`src/design/keyed_record_table_compacting_defines.svh`:
```
// Assertion macros shared by the record table RTL.
`ifndef KEYED_RECORD_TABLE_COMPACTING_DEFINES_SVH
`define KEYED_RECORD_TABLE_COMPACTING_DEFINES_SVH

// Antecedent implies consequent in the same cycle.
`define KRTC_ASSERT_IMP(label, clk, rst_n, ante, cons) \
    label: assert property (@(posedge clk) disable iff (!(rst_n)) (ante) |-> (cons)) \
        else $error("%m: check failed");

// Antecedent implies consequent in the next cycle.
`define KRTC_ASSERT_NXT(label, clk, rst_n, ante, cons) \
    label: assert property (@(posedge clk) disable iff (!(rst_n)) (ante) |=> (cons)) \
        else $error("%m: check failed");

`endif

```
`src/design/krtc_pkg.sv`:
```
// Shared constants, types and helpers of the record table.
`default_nettype none

package krtc_pkg;

    localparam int CAPACITY  = 64;
    localparam int ADDR_W    = $clog2(CAPACITY);
    localparam int CNT_W     = $clog2(CAPACITY + 1);
    localparam int KEY_W     = 32;
    localparam int GRADE_W   = 5;
    localparam int GRD_W     = 4 * GRADE_W;
    localparam int REC_W     = GRD_W + KEY_W;
    localparam int SUM_W     = 7;
    localparam int POS_W     = 6;
    localparam int COUNT_W   = 7;
    localparam int OP_W      = 2;
    localparam int STATUS_W  = 2;

    localparam logic [GRADE_W-1:0] GRADE_MAX     = GRADE_W'(20);
    localparam logic [SUM_W-1:0]   THRESH_RESET  = SUM_W'(42);

    localparam logic [OP_W-1:0] OP_ADD  = 2'd0;
    localparam logic [OP_W-1:0] OP_FIND = 2'd1;
    localparam logic [OP_W-1:0] OP_DEL  = 2'd2;
    localparam logic [OP_W-1:0] OP_READ = 2'd3;

    localparam logic [STATUS_W-1:0] ST_OK       = 2'd0;
    localparam logic [STATUS_W-1:0] ST_FULL     = 2'd1;
    localparam logic [STATUS_W-1:0] ST_NOTFOUND = 2'd2;
    localparam logic [STATUS_W-1:0] ST_RANGE    = 2'd3;

    typedef struct packed {
        logic             match;
        logic [SUM_W-1:0] sum;
        logic             passed;
    } t_unit_res;

    function automatic logic [GRADE_W-1:0] sat_grade(input logic [GRADE_W-1:0] g);
        sat_grade = (g > GRADE_MAX) ? GRADE_MAX : g;
    endfunction

endpackage

`default_nettype wire

```
`src/design/krtc_ram.sv`:
```
// Generic simple dual-port RAM with registered read.
`default_nettype none

module krtc_ram #(
    parameter int WIDTH = 8,
    parameter int DEPTH = 16
) (
    input  wire logic                     i_clk,
    input  wire logic                     i_we,
    input  wire logic [$clog2(DEPTH)-1:0] i_waddr,
    input  wire logic [WIDTH-1:0]         i_wdata,
    input  wire logic [$clog2(DEPTH)-1:0] i_raddr,
    output      logic [WIDTH-1:0]         o_rdata
);

    logic [WIDTH-1:0] r_mem [DEPTH];

    always_ff @(posedge i_clk) begin
        if (i_we) begin
            r_mem[i_waddr] <= i_wdata;
        end
        o_rdata <= r_mem[i_raddr];
    end

endmodule

`default_nettype wire

```
`src/design/krtc_unit.sv`:
```
// Shared compare unit: key match, grade sum and pass test.
`default_nettype none

module krtc_unit (
    input  wire logic [krtc_pkg::KEY_W-1:0] i_key_a,
    input  wire logic [krtc_pkg::KEY_W-1:0] i_key_b,
    input  wire logic [krtc_pkg::GRD_W-1:0] i_grades,
    input  wire logic [krtc_pkg::SUM_W-1:0] i_threshold,
    output      krtc_pkg::t_unit_res        o_res
);
    import krtc_pkg::*;

    logic [SUM_W-1:0] sum;

    assign sum = SUM_W'(i_grades[GRADE_W-1:0])
               + SUM_W'(i_grades[2*GRADE_W-1:GRADE_W])
               + SUM_W'(i_grades[3*GRADE_W-1:2*GRADE_W])
               + SUM_W'(i_grades[4*GRADE_W-1:3*GRADE_W]);

    assign o_res.match  = (i_key_a == i_key_b);
    assign o_res.sum    = sum;
    assign o_res.passed = (sum >= i_threshold);

endmodule

`default_nettype wire

```
`src/design/keyed_record_table_compacting.sv`:
```
// Record table top level: add, find, compacting delete and read of keyed records.
//
// Input channel: i_valid / o_stall with one request per accepted item (i_op, key,
// four grades, slot). The block takes one request at a time and holds o_stall high
// from acceptance until the result has been loaded into the output register.
// Output channel: o_valid / i_stall, one result per request from a registered
// output stage; a stalled result holds until taken, and a new request can be
// accepted meanwhile.
// Configuration: i_cfg_valid / o_cfg_ready writes the pass threshold; always ready.
// Add, a full add, an out-of-range read and a search of an empty table go straight
// to the done state; a read passes through the read and capture states; find
// and delete search the table, and a delete that hits shifts the later entries
// down. Search and shift share the single RAM read port one entry per cycle.
// The next request can be accepted in the cycle after the result loads.
// A stalled output register holds a finished result in the done state.
// Reset: synchronous, active low; clears the entry count, sets the threshold to
// 42 and empties the output register. Stored records need no clearing since
// only records below the entry count are ever used.
`default_nettype none

`include "keyed_record_table_compacting_defines.svh"

module keyed_record_table_compacting (
    input  wire logic                             i_clk,
    input  wire logic                             i_rst_n,
    input  wire logic                             i_cfg_valid,
    output      logic                             o_cfg_ready,
    input  wire logic [krtc_pkg::SUM_W-1:0]       i_cfg_data,
    input  wire logic                             i_valid,
    output      logic                             o_stall,
    input  wire logic [krtc_pkg::OP_W-1:0]        i_op,
    input  wire logic [krtc_pkg::KEY_W-1:0]       i_key_code,
    input  wire logic [krtc_pkg::GRADE_W-1:0]     i_grade_a,
    input  wire logic [krtc_pkg::GRADE_W-1:0]     i_grade_b,
    input  wire logic [krtc_pkg::GRADE_W-1:0]     i_grade_c,
    input  wire logic [krtc_pkg::GRADE_W-1:0]     i_grade_d,
    input  wire logic [krtc_pkg::POS_W-1:0]       i_slot_position,
    output      logic                             o_valid,
    input  wire logic                             i_stall,
    output      logic [krtc_pkg::STATUS_W-1:0]    o_status,
    output      logic [krtc_pkg::POS_W-1:0]       o_hit_position,
    output      logic [krtc_pkg::KEY_W-1:0]       o_found_code,
    output      logic [krtc_pkg::GRADE_W-1:0]     o_out_grade_a,
    output      logic [krtc_pkg::GRADE_W-1:0]     o_out_grade_b,
    output      logic [krtc_pkg::GRADE_W-1:0]     o_out_grade_c,
    output      logic [krtc_pkg::GRADE_W-1:0]     o_out_grade_d,
    output      logic [krtc_pkg::SUM_W-1:0]       o_grade_sum,
    output      logic                             o_passed,
    output      logic [krtc_pkg::COUNT_W-1:0]     o_entry_count
);
    import krtc_pkg::*;

    typedef enum logic [2:0] {
        S_IDLE,
        S_READ,
        S_RCAP,
        S_SEARCH,
        S_SHIFT,
        S_DONE
    } t_state;

    t_state r_state, n_state;

    logic [SUM_W-1:0]    r_thresh;
    logic [CNT_W-1:0]    r_fill;
    logic [OP_W-1:0]     r_op;
    logic [KEY_W-1:0]    r_key;
    logic [CNT_W-1:0]    r_idx;
    logic                r_cmp_v;
    logic [CNT_W-1:0]    r_cmp_idx;
    logic                r_sh_v;
    logic [ADDR_W-1:0]   r_sh_wa;
    logic [STATUS_W-1:0] r_status;
    logic [CNT_W-1:0]    r_pos;
    logic [KEY_W-1:0]    r_rec_key;
    logic [GRD_W-1:0]    r_rec_grd;

    logic                accept;
    logic                add_ok;
    logic                read_ok;
    logic                out_free;
    logic                load_out;
    logic                sh_issue;
    logic [GRD_W-1:0]    in_grades;
    logic                ram_we;
    logic [ADDR_W-1:0]   ram_waddr;
    logic [REC_W-1:0]    ram_wdata;
    logic [REC_W-1:0]    ram_rdata;
    logic [KEY_W-1:0]    unit_key_a;
    t_unit_res           unit_res;

    assign o_cfg_ready = 1'b1;
    assign o_stall     = (r_state != S_IDLE);
    assign accept      = i_valid && !o_stall;
    assign add_ok      = (r_fill < CNT_W'(CAPACITY));
    assign read_ok     = (32'(i_slot_position) < 32'(r_fill));
    assign out_free    = !o_valid || !i_stall;
    assign load_out    = (r_state == S_DONE) && out_free;
    assign sh_issue    = (r_idx < r_fill);

    assign in_grades = {sat_grade(i_grade_d), sat_grade(i_grade_c),
                        sat_grade(i_grade_b), sat_grade(i_grade_a)};

    // Write port: append on add, otherwise the pending shift move.
    always_comb begin
        if (r_state == S_IDLE) begin
            ram_we    = accept && (i_op == OP_ADD) && add_ok;
            ram_waddr = r_fill[ADDR_W-1:0];
            ram_wdata = {in_grades, i_key_code};
        end else begin
            ram_we    = (r_state == S_SHIFT) && r_sh_v;
            ram_waddr = r_sh_wa;
            ram_wdata = ram_rdata;
        end
    end

    krtc_ram #(
        .WIDTH (REC_W),
        .DEPTH (CAPACITY)
    ) u_ram (
        .i_clk   (i_clk),
        .i_we    (ram_we),
        .i_waddr (ram_waddr),
        .i_wdata (ram_wdata),
        .i_raddr (r_idx[ADDR_W-1:0]),
        .o_rdata (ram_rdata)
    );

    assign unit_key_a = ram_rdata[KEY_W-1:0];

    krtc_unit u_unit (
        .i_key_a     (unit_key_a),
        .i_key_b     (r_key),
        .i_grades    (r_rec_grd),
        .i_threshold (r_thresh),
        .o_res       (unit_res)
    );

    always_comb begin
        n_state = r_state;
        case (r_state)
            S_IDLE: begin
                if (accept) begin
                    case (i_op)
                        OP_ADD:  n_state = S_DONE;
                        OP_READ: n_state = read_ok ? S_READ : S_DONE;
                        default: n_state = (r_fill == '0) ? S_DONE : S_SEARCH;
                    endcase
                end
            end
            S_READ:   n_state = S_RCAP;
            S_RCAP:   n_state = S_DONE;
            S_SEARCH: begin
                if (r_cmp_v) begin
                    if (unit_res.match) begin
                        n_state = (r_op == OP_DEL) ? S_SHIFT : S_DONE;
                    end else if (r_cmp_idx == r_fill - CNT_W'(1)) begin
                        n_state = S_DONE;
                    end
                end
            end
            S_SHIFT: begin
                if (!sh_issue && !r_sh_v) begin
                    n_state = S_DONE;
                end
            end
            S_DONE: begin
                if (out_free) begin
                    n_state = S_IDLE;
                end
            end
            default: n_state = S_IDLE;
        endcase
    end

    always_ff @(posedge i_clk) begin
        if (!i_rst_n) begin
            r_state  <= S_IDLE;
            r_thresh <= THRESH_RESET;
            r_fill   <= '0;
            r_cmp_v  <= 1'b0;
            r_sh_v   <= 1'b0;
            o_valid  <= 1'b0;
        end else begin
            r_state <= n_state;

            if (i_cfg_valid && o_cfg_ready) begin
                r_thresh <= i_cfg_data;
            end

            // Load a finished result, or drop the one just taken.
            if (load_out) begin
                o_valid <= 1'b1;
            end else if (o_valid && !i_stall) begin
                o_valid <= 1'b0;
            end

            case (r_state)
                S_IDLE: begin
                    if (accept) begin
                        r_op    <= i_op;
                        r_key   <= i_key_code;
                        r_cmp_v <= 1'b0;
                        r_sh_v  <= 1'b0;
                        case (i_op)
                            OP_ADD: begin
                                if (add_ok) begin
                                    r_status  <= ST_OK;
                                    r_pos     <= r_fill;
                                    r_rec_key <= i_key_code;
                                    r_rec_grd <= in_grades;
                                    r_fill    <= r_fill + CNT_W'(1);
                                end else begin
                                    r_status <= ST_FULL;
                                end
                            end
                            OP_READ: begin
                                r_status <= read_ok ? ST_OK : ST_RANGE;
                                r_idx    <= CNT_W'(i_slot_position);
                                r_pos    <= CNT_W'(i_slot_position);
                            end
                            default: begin
                                r_status <= ST_NOTFOUND;
                                r_idx    <= '0;
                            end
                        endcase
                    end
                end
                S_RCAP: begin
                    r_rec_key <= ram_rdata[KEY_W-1:0];
                    r_rec_grd <= ram_rdata[REC_W-1:KEY_W];
                end
                S_SEARCH: begin
                    // Read one entry ahead; compare the one that just arrived.
                    r_cmp_idx <= r_idx;
                    if (r_cmp_v && unit_res.match) begin
                        r_status  <= ST_OK;
                        r_pos     <= r_cmp_idx;
                        r_rec_key <= ram_rdata[KEY_W-1:0];
                        r_rec_grd <= ram_rdata[REC_W-1:KEY_W];
                        r_idx     <= r_cmp_idx + CNT_W'(1);
                        r_cmp_v   <= 1'b0;
                    end else begin
                        r_idx     <= r_idx + CNT_W'(1);
                        r_cmp_v   <= 1'b1;
                    end
                end
                S_SHIFT: begin
                    // Move entry idx down to idx-1, one per cycle.
                    if (sh_issue) begin
                        r_idx   <= r_idx + CNT_W'(1);
                        r_sh_wa <= ADDR_W'(r_idx - CNT_W'(1));
                        r_sh_v  <= 1'b1;
                    end else begin
                        r_sh_v <= 1'b0;
                        if (!r_sh_v) begin
                            r_fill <= r_fill - CNT_W'(1);
                        end
                    end
                end
                S_DONE: begin
                    if (out_free) begin
                        o_status      <= r_status;
                        o_entry_count <= COUNT_W'(r_fill);
                        if (r_status == ST_OK) begin
                            o_hit_position <= POS_W'(r_pos);
                            o_found_code   <= r_rec_key;
                            o_out_grade_a  <= r_rec_grd[GRADE_W-1:0];
                            o_out_grade_b  <= r_rec_grd[2*GRADE_W-1:GRADE_W];
                            o_out_grade_c  <= r_rec_grd[3*GRADE_W-1:2*GRADE_W];
                            o_out_grade_d  <= r_rec_grd[4*GRADE_W-1:3*GRADE_W];
                            o_grade_sum    <= unit_res.sum;
                            o_passed       <= unit_res.passed;
                        end else begin
                            o_hit_position <= '0;
                            o_found_code   <= '0;
                            o_out_grade_a  <= '0;
                            o_out_grade_b  <= '0;
                            o_out_grade_c  <= '0;
                            o_out_grade_d  <= '0;
                            o_grade_sum    <= '0;
                            o_passed       <= 1'b0;
                        end
                    end
                end
                default: begin
                end
            endcase
        end
    end

    `KRTC_ASSERT_IMP(a_fill_bound, i_clk, i_rst_n, 1'b1, r_fill <= CNT_W'(CAPACITY))
    `KRTC_ASSERT_NXT(a_accept_busy, i_clk, i_rst_n, accept, r_state != S_IDLE)
    `KRTC_ASSERT_IMP(a_shift_in_fill, i_clk, i_rst_n, (r_state == S_SHIFT) && r_sh_v, CNT_W'(r_sh_wa) < r_fill)
    `KRTC_ASSERT_IMP(a_miss_zero, i_clk, i_rst_n, o_valid && (o_status != ST_OK), (o_grade_sum == '0) && (o_found_code == '0) && !o_passed)

endmodule

`default_nettype wire
```
`config.mk`:
```
export PLATFORM = sky130hd
export DESIGN_NAME = keyed_record_table_compacting
export DESIGN_NICKNAME = d
export VERILOG_FILES = /design/src/design/krtc_pkg.sv /design/src/design/krtc_ram.sv /design/src/design/krtc_unit.sv /design/src/design/keyed_record_table_compacting.sv
export VERILOG_INCLUDE_DIRS = /design/src /design/src/design
export SDC_FILE = /design/constraint.sdc
export NUM_CORES = 2
export LEC_CHECK = 0
export ABC_AREA = 0
export BUFFER_PORTS_ARGS = -buffer_cell sky130_fd_sc_hd__buf_2
export CAP_MARGIN = 10
export CORE_UTILIZATION = 45
export DETAILED_ROUTE_END_ITERATION = 16
export GPL_TIMING_DRIVEN = 0
export HOLD_SLACK_MARGIN = 0.05
export SLEW_MARGIN = 20
export SYNTH_ARGS = -nofsm -noshare
export SYNTH_HDL_FRONTEND = slang
export SYNTH_SLANG_ARGS = --single-unit
export TNS_END_PERCENT = 1
```
`constraint.sdc`:
```
create_clock -name i_clk -period 12.1 [get_ports i_clk]
set_input_delay 0.605 -clock i_clk [delete_from_list [all_inputs] [get_ports i_clk]]
set_output_delay 0.605 -clock i_clk [all_outputs]
set_load 0.01 [all_outputs]
```
# Word-level counts from Yosys, hierarchy flattened

Memory sizes are Yosys's and may differ from the RTL's. A register that Yosys moved wholly into a read port is not among the register bits.
Index checks and enable logic that the tools add are counted.

Flip-flop bits (word level): 209
Memory bits (writable): 3328
Input port bits: 72
Output and inout port bits: 78
Memories kept: 1

$add $sub $neg: 8
Magnitude comparators: 8
Equal/unequal tests: 23
Mux-type cells: 59
Reduce and logical (&&, ||, !) cells: 36

Memories:

| memory      | words | width | rd ports | clocked after Yosys merged registers in | wr ports | line           | text |
|---|---|---|---|---|---|---|---|
| u_ram.r_mem | 64    | 52    | 1        | 1                                       | 1        | krtc_ram.sv:16 | `logic [WIDTH-1:0] r_mem [DEPTH];` |

Operators with widths:

| cell                  | number |
|---|---|
| $mux W32              | 4 |
| $pmux W32 S3          | 1 |
| $mux W20              | 4 |
| $pmux W20 S3          | 1 |
| $mux W7               | 8 |
| $mux W52              | 1 |
| $eq A32 B32 Y1        | 1 |
| $pmux W7 S2           | 2 |
| $mux W3               | 8 |
| $mux W6               | 4 |
| $pmux W6 S2           | 2 |
| $add A7 B1 Y7 const B | 3 |
| $pmux W7 S3           | 1 |
| $gt A5 B5 Y1 const B  | 4 |
| $mux W5               | 4 |
| $ne A2 B2 Y1 const B  | 9 |
| $pmux W3 S6           | 1 |
| $reduce_and A6 Y1     | 3 |
| $add A7 B5 Y7         | 2 |
| $mux W1               | 10 |
| $reduce_and A5 Y1     | 2 |
| $reduce_and A3 Y1     | 3 |
| $reduce_bool A3 Y1    | 3 |
| $logic_and A1 B1 Y1   | 8 |
| other kinds (27)      | 45 |

# Depth between registers and ports, before layout

Word-level depth: 8
Mapped depth: 15
Gate-level depth less buffers: 15

# Hierarchy

A second synthesis with hierarchy kept.

Cell total of the unflattened synthesis: 6456
Area total of the unflattened synthesis: 137597.0 sq um

Modules (own cells, without submodules):

| module                        | instances | cells an instance | area each (sq um) | seq. area each (sq um) |
|---|---|---|---|---|
| krtc_ram                      | 1         | 5449              | 126958.0          | 100976.8 |
| keyed_record_table_compacting | 1         | 893               | 9700.6            | 6075.8 |
| krtc_unit                     | 1         | 114               | 938.4             | 0.0 |

# Worst setup path before layout

OpenSTA, ideal clock, no wires.

Kind: register to register
From: reg r_key[26]
To: reg r_rec_grd[0] (enable)
Library setup time: 0.740 ns
Data arrival time: 9.492 ns
Data required time: 11.360 ns
Slack: 1.868 ns
Cell stages (with the launch flop): 7
Period minus slack after synthesis: 10.232 ns
Path through: edfxtp_1 > xor2_1 > nor4_1 > nand4_1 > nor2_1 > nand2_1 > a2111oi_0

Cells in the longest elaborated chain, start to end: 4

RTL lines:

| what                        | line                                 | text |
|---|---|---|
| from (decl)                 | keyed_record_table_compacting.sv:67  | `logic [KEY_W-1:0] r_key;` |
| from (signal assigned)      | keyed_record_table_compacting.sv:202 | `r_key <= i_key_code;` |
| $eq A32 B32 Y1              | krtc_unit.sv:20                      | `assign o_res.match = (i_key_a == i_key_b);` |
| $logic_and A1 B1 Y1         | keyed_record_table_compacting.sv:236 | `if (r_cmp_v && unit_res.match) begin` |
| $ne A2 B2 Y1 (no line)      | --                                   |  |
| $reduce_and A6 Y1 (no line) | --                                   |  |
| to (signal assigned)        | keyed_record_table_compacting.sv:211 | `r_rec_grd <= in_grades;` |
| to (signal assigned)        | keyed_record_table_compacting.sv:231 | `r_rec_grd <= ram_rdata[REC_W-1:KEY_W];` |
| to (signal assigned)        | keyed_record_table_compacting.sv:240 | `r_rec_grd <= ram_rdata[REC_W-1:KEY_W];` |
| to (decl)                   | keyed_record_table_compacting.sv:76  | `logic [GRD_W-1:0] r_rec_grd;` |

No other way between the ends.
A chain may end at the register's enable or synchronous reset.

==> results.py <==
metrics = {
    "floorplanning": {
        "initial_core_util_pct": 45.36,
        "core-area_um2": 303500,
        "num_io_pins": 150,
        "die-area_um2": 308200,
        "die_h_um": 555.2,
        "num_rows": 202,
        "die_x_um": 555.2,
    },
    "run": {
        "maxCapViolations": 0,
    },
    "drt": {
        "drt_pre_antenna_iters": 9,
        "postRouteAntennaNets": 0,
        "vias": 68350,
        "routedWlPerCell_um": 35.50,
        "viasPerCell": 6.146,
        "drt-total-wl_um": 394800,
        "drc": 0,
        "first_iter_violations": 10260,
    },
    "cts": {
        "clkLatencyLatePin_ns": 0.91,
        "cts_buffers": 361,
        "path_clk_slew_ns": 0.07,
        "cts_resized": 0,
        "clockBufferDepth": 4,
        "cts_tree": "yes",
        "cts-root-buf": "clkbuf_16",
        "post_cts_buffers": 0,
        "clkSinkCount": 3589,
        "cts_hold_buf": 43,
        "htreeDepth": 5,
    },
    "synthesis": {
        "synth_top_family_by_area": "multiplexers",
        "async_flop_share_pct": 0,
        "postSynthCellCount": 5868,
        "synth-compound-area-share_pct": 0.6261,
        "ys.flop_type": "edfxtp_1",
        "yosysUniqueCellTypes": 51,
        "synth_edf_count": 3517,
        "ys_ff_latch": 3589,
        "ys_seq_area_share_pct": 77.74,
        "synth-adder-area-share_pct": 0.4289,
        "syn_area_um2": 137700,
        "synth_xor_xnor_area_share_pct": 0.4198,
        "synthMuxAreaShare_pct": 17.92,
        "syn_nets": 5983,
        "syn_area_per_cell_um2": 23.47,
        "ys_warn_count": 0,
        "synth-simple-area-share_pct": 1.810,
    },
    "grt": {
        "antenna_found_initial": 46,
        "grt_pass1_wl_um": 542400,
        "grt_pass1_vias": 67860,
        "grt_max_degree": 65,
        "grt-ovfl-total": 0,
        "grt.total_usage_pct": 25.62,
    },
    "min_path": {
        "min_path_type": "input port to flip-flop",
        "hold_path_end": "r_rec_grd[19]",
        "min_from": "i_grade_d[4]",
        "holdPathStages": 3,
    },
    "sta": {
        "slew_violations": 0,
        "max_freq_ghz": 0.1863,
        "max-slew-margin-rel_pct": 17.01,
        "final_hold_viol_count": 0,
        "finalSetupViolCount": 0,
        "skew_ns": 0.05092,
        "fin_ws_ns": 6.733,
        "rsz0062_at_grt": "no",
        "fin_crit_ns": 5.367,
        "tightest_slew_ns": 1.245,
        "fin_crit_sh_pct": 44.36,
    },
    "layout": {
        "final_common_cell": "edfxtp_1",
        "final_cell_mix": "3,517 x edfxtp_1, 1,085 x mux4_2, 369 x clkbuf_16",
        "instances_no_fill": 11120,
        "drive_gt1_share_pct": 33.07,
        "seqCellArea_um2": 107100,
        "syn_to_final_growth_pct": 18.70,
        "multi_input_area_um2": 29990,
        "fin_nets": 6842,
        "fill_cells": 22570,
    },
    "worst_setup_path": {
        "crit_type": "flip-flop to flip-flop",
        "cp_top_family": "buffers and inverters",
        "critical_path_arrival_ns": 6.14,
        "worstPathBufferInverterCount": 5,
        "path_cells": "clkbuf_1 -> buf_2 -> buf_2 -> buf_2 -> buf_1 -> a21oi_1 -> mux4_2",
        "cpPeakStageDelay_ns": 0.94,
        "worst_ep_required_time_ns": 12.87,
        "crit_fanout": 13,
        "r2r_end": "u_ram.o_rdata[33]",
        "crit_top_cell": "buf_2",
        "timing.critical_path.from_type": "flip-flop",
        "r2r_start": "r_idx[3]",
        "end_kind": "flip-flop",
        "reg2reg_depth": 7,
        "crit_path_top_delay_cell": "buf_2",
        "ff2ff_setup_slack_ns": 6.73,
    },
    "status": {
        "status": "finished clean",
    },
    "placed_design": {
        "dp.cells": 10400,
        "dpl.hpwl_um": 278300,
        "dp_slack_ns": 6.923,
        "globalplace.congestion": 0.8736,
        "port_buffers": 146,
    },
    "power_and_ir_drop": {
        "vdd_drop_max_mv": 0.1544,
        "leakagePower_nw": 51.77,
        "pwr_density_cell_nw_per_um2": 224.4,
    },
}
cell usage after synthesis (3+ instances only):
cell type,count,share of area [%]
a21o_1,7,0.038
fa_1,7,0.10
a21oi_1,44,0.16
nor3_1,7,0.025
or2_2,3,0.014
xor2_1,48,0.31
o221ai_1,4,0.025
and2_1,65,0.30
edfxtp_1,3517,77
or3_1,4,0.018
ha_1,36,0.33
o211ai_1,4,0.022
a211oi_1,10,0.055
nor2b_1,7,0.032
o22ai_1,3,0.014
and3_1,3,0.014
nor4_1,12,0.055
nor2_1,119,0.32
nand2b_1,14,0.064
inv_1,47,0.13
nand3b_1,4,0.022
nand4_1,7,0.032
dfxtp_1,72,1.0
a21boi_0,4,0.022
nand3_1,30,0.11
buf_2,96,0.35
clkbuf_1,172,0.47
xnor2_1,18,0.11
buf_1,27,0.074
o21ai_0,49,0.18
mux2i_1,22,0.16
a31oi_1,4,0.018
nand2_1,294,0.80
mux4_2,1085,18
area by class of cell:
type	instances	share of cell area, %
Buffer	299	0.8038
Antenna cell	25	0.03828
Multi-Input combinational cell	1933	18.35
Sequential cell	3589	65.50
Clock buffer	450	5.903
Timing Repair Buffer	496	5.017
Inverter	47	0.1079
Clock inverter	202	1.157
Tap cell	4080	3.123
power breakdown:
part	internal, mW	switching (mW)
registers	16.6	0.237
clock network	6.31	4.71
logic	2.94	5.84
worst register-to-register path, cell delays in order (launching register included):
cell	delay [ns]
edfxtp_1	0.70
clkbuf_1	0.50
buf_2	0.95
buf_2	0.80
buf_2	0.46
buf_1	0.81
a21oi_1	0.47
mux4_2	0.56
sequential cells by signal (all words and copies together) (netlist names), 2 cells and up:
name	flops
u_ram.r_mem	3328
r_sh_wa	6
r_pos	6
u_ram.o_rdata	52
r_fill	7
o_found_code	32
o_out_grade_c	5
o_out_grade_a	5
r_idx	7
r_rec_key	32
o_entry_count	7
o_out_grade_b	5
o_out_grade_d	5
r_thresh	7
r_op	2
r_status	2
o_status	2
r_key	32
r_cmp_idx	7
r_state	3
o_grade_sum	7
r_rec_grd	20
o_hit_position	6
metrics by stage:
step	hold WS [ns]	setup TNS (ns)	power [mW]	utilization (%)	area, µm²
CTS	0.05359	0	36.70	53.82	163400
global route	0.1068	0	37.67	53.83	163400
finish	0.08183	0	36.67	53.85	163400
detailed placement	0.4161	0	25.80	49.87	151400
floorplan	0.4064	0	21.65	-	137700
global placement	0.4160	-360.60	24.84	47.29	143500
how the worst max path moves through the flow:
stage                        end  cells after the start  slack [ns]               from
6_report       u_ram.o_rdata[33]                      7        6.73           r_idx[3]
5_1_grt        u_ram.o_rdata[33]                      7        6.89           r_idx[3]
4_1_cts        u_ram.o_rdata[33]                      7        6.91           r_idx[3]
3_5_place_dp   u_ram.o_rdata[33]                      7        6.92           r_idx[3]
3_3_place_gp        r_rec_key[7]                      6       -6.94  u_ram.o_rdata[31]
2_1_floorplan       r_rec_grd[0]                      6        1.87          r_key[26]
kinds of logic after synthesis:
logic type               after synthesis
flip-flops                          3589
multiplexers                        1109
AND/OR/NAND/NOR                      570
buffers and inverters                346
AO/OA/AOI/OAI                        144
XOR/XNOR                              66
adder cells (fa/ha/maj)               43
other                                  1
layer usage:
layer  vias to the layer above  global-route usage (%)  routed length, µm
met5                         -                       0                 68
met4                        10                   10.23              17510
met3                       770                   5.901              41640
met2                      4085                   39.58             183200
met1                     36840                   35.47             152400
li1                      26650                       -                  -
Power figures use the tool's default switching activity.
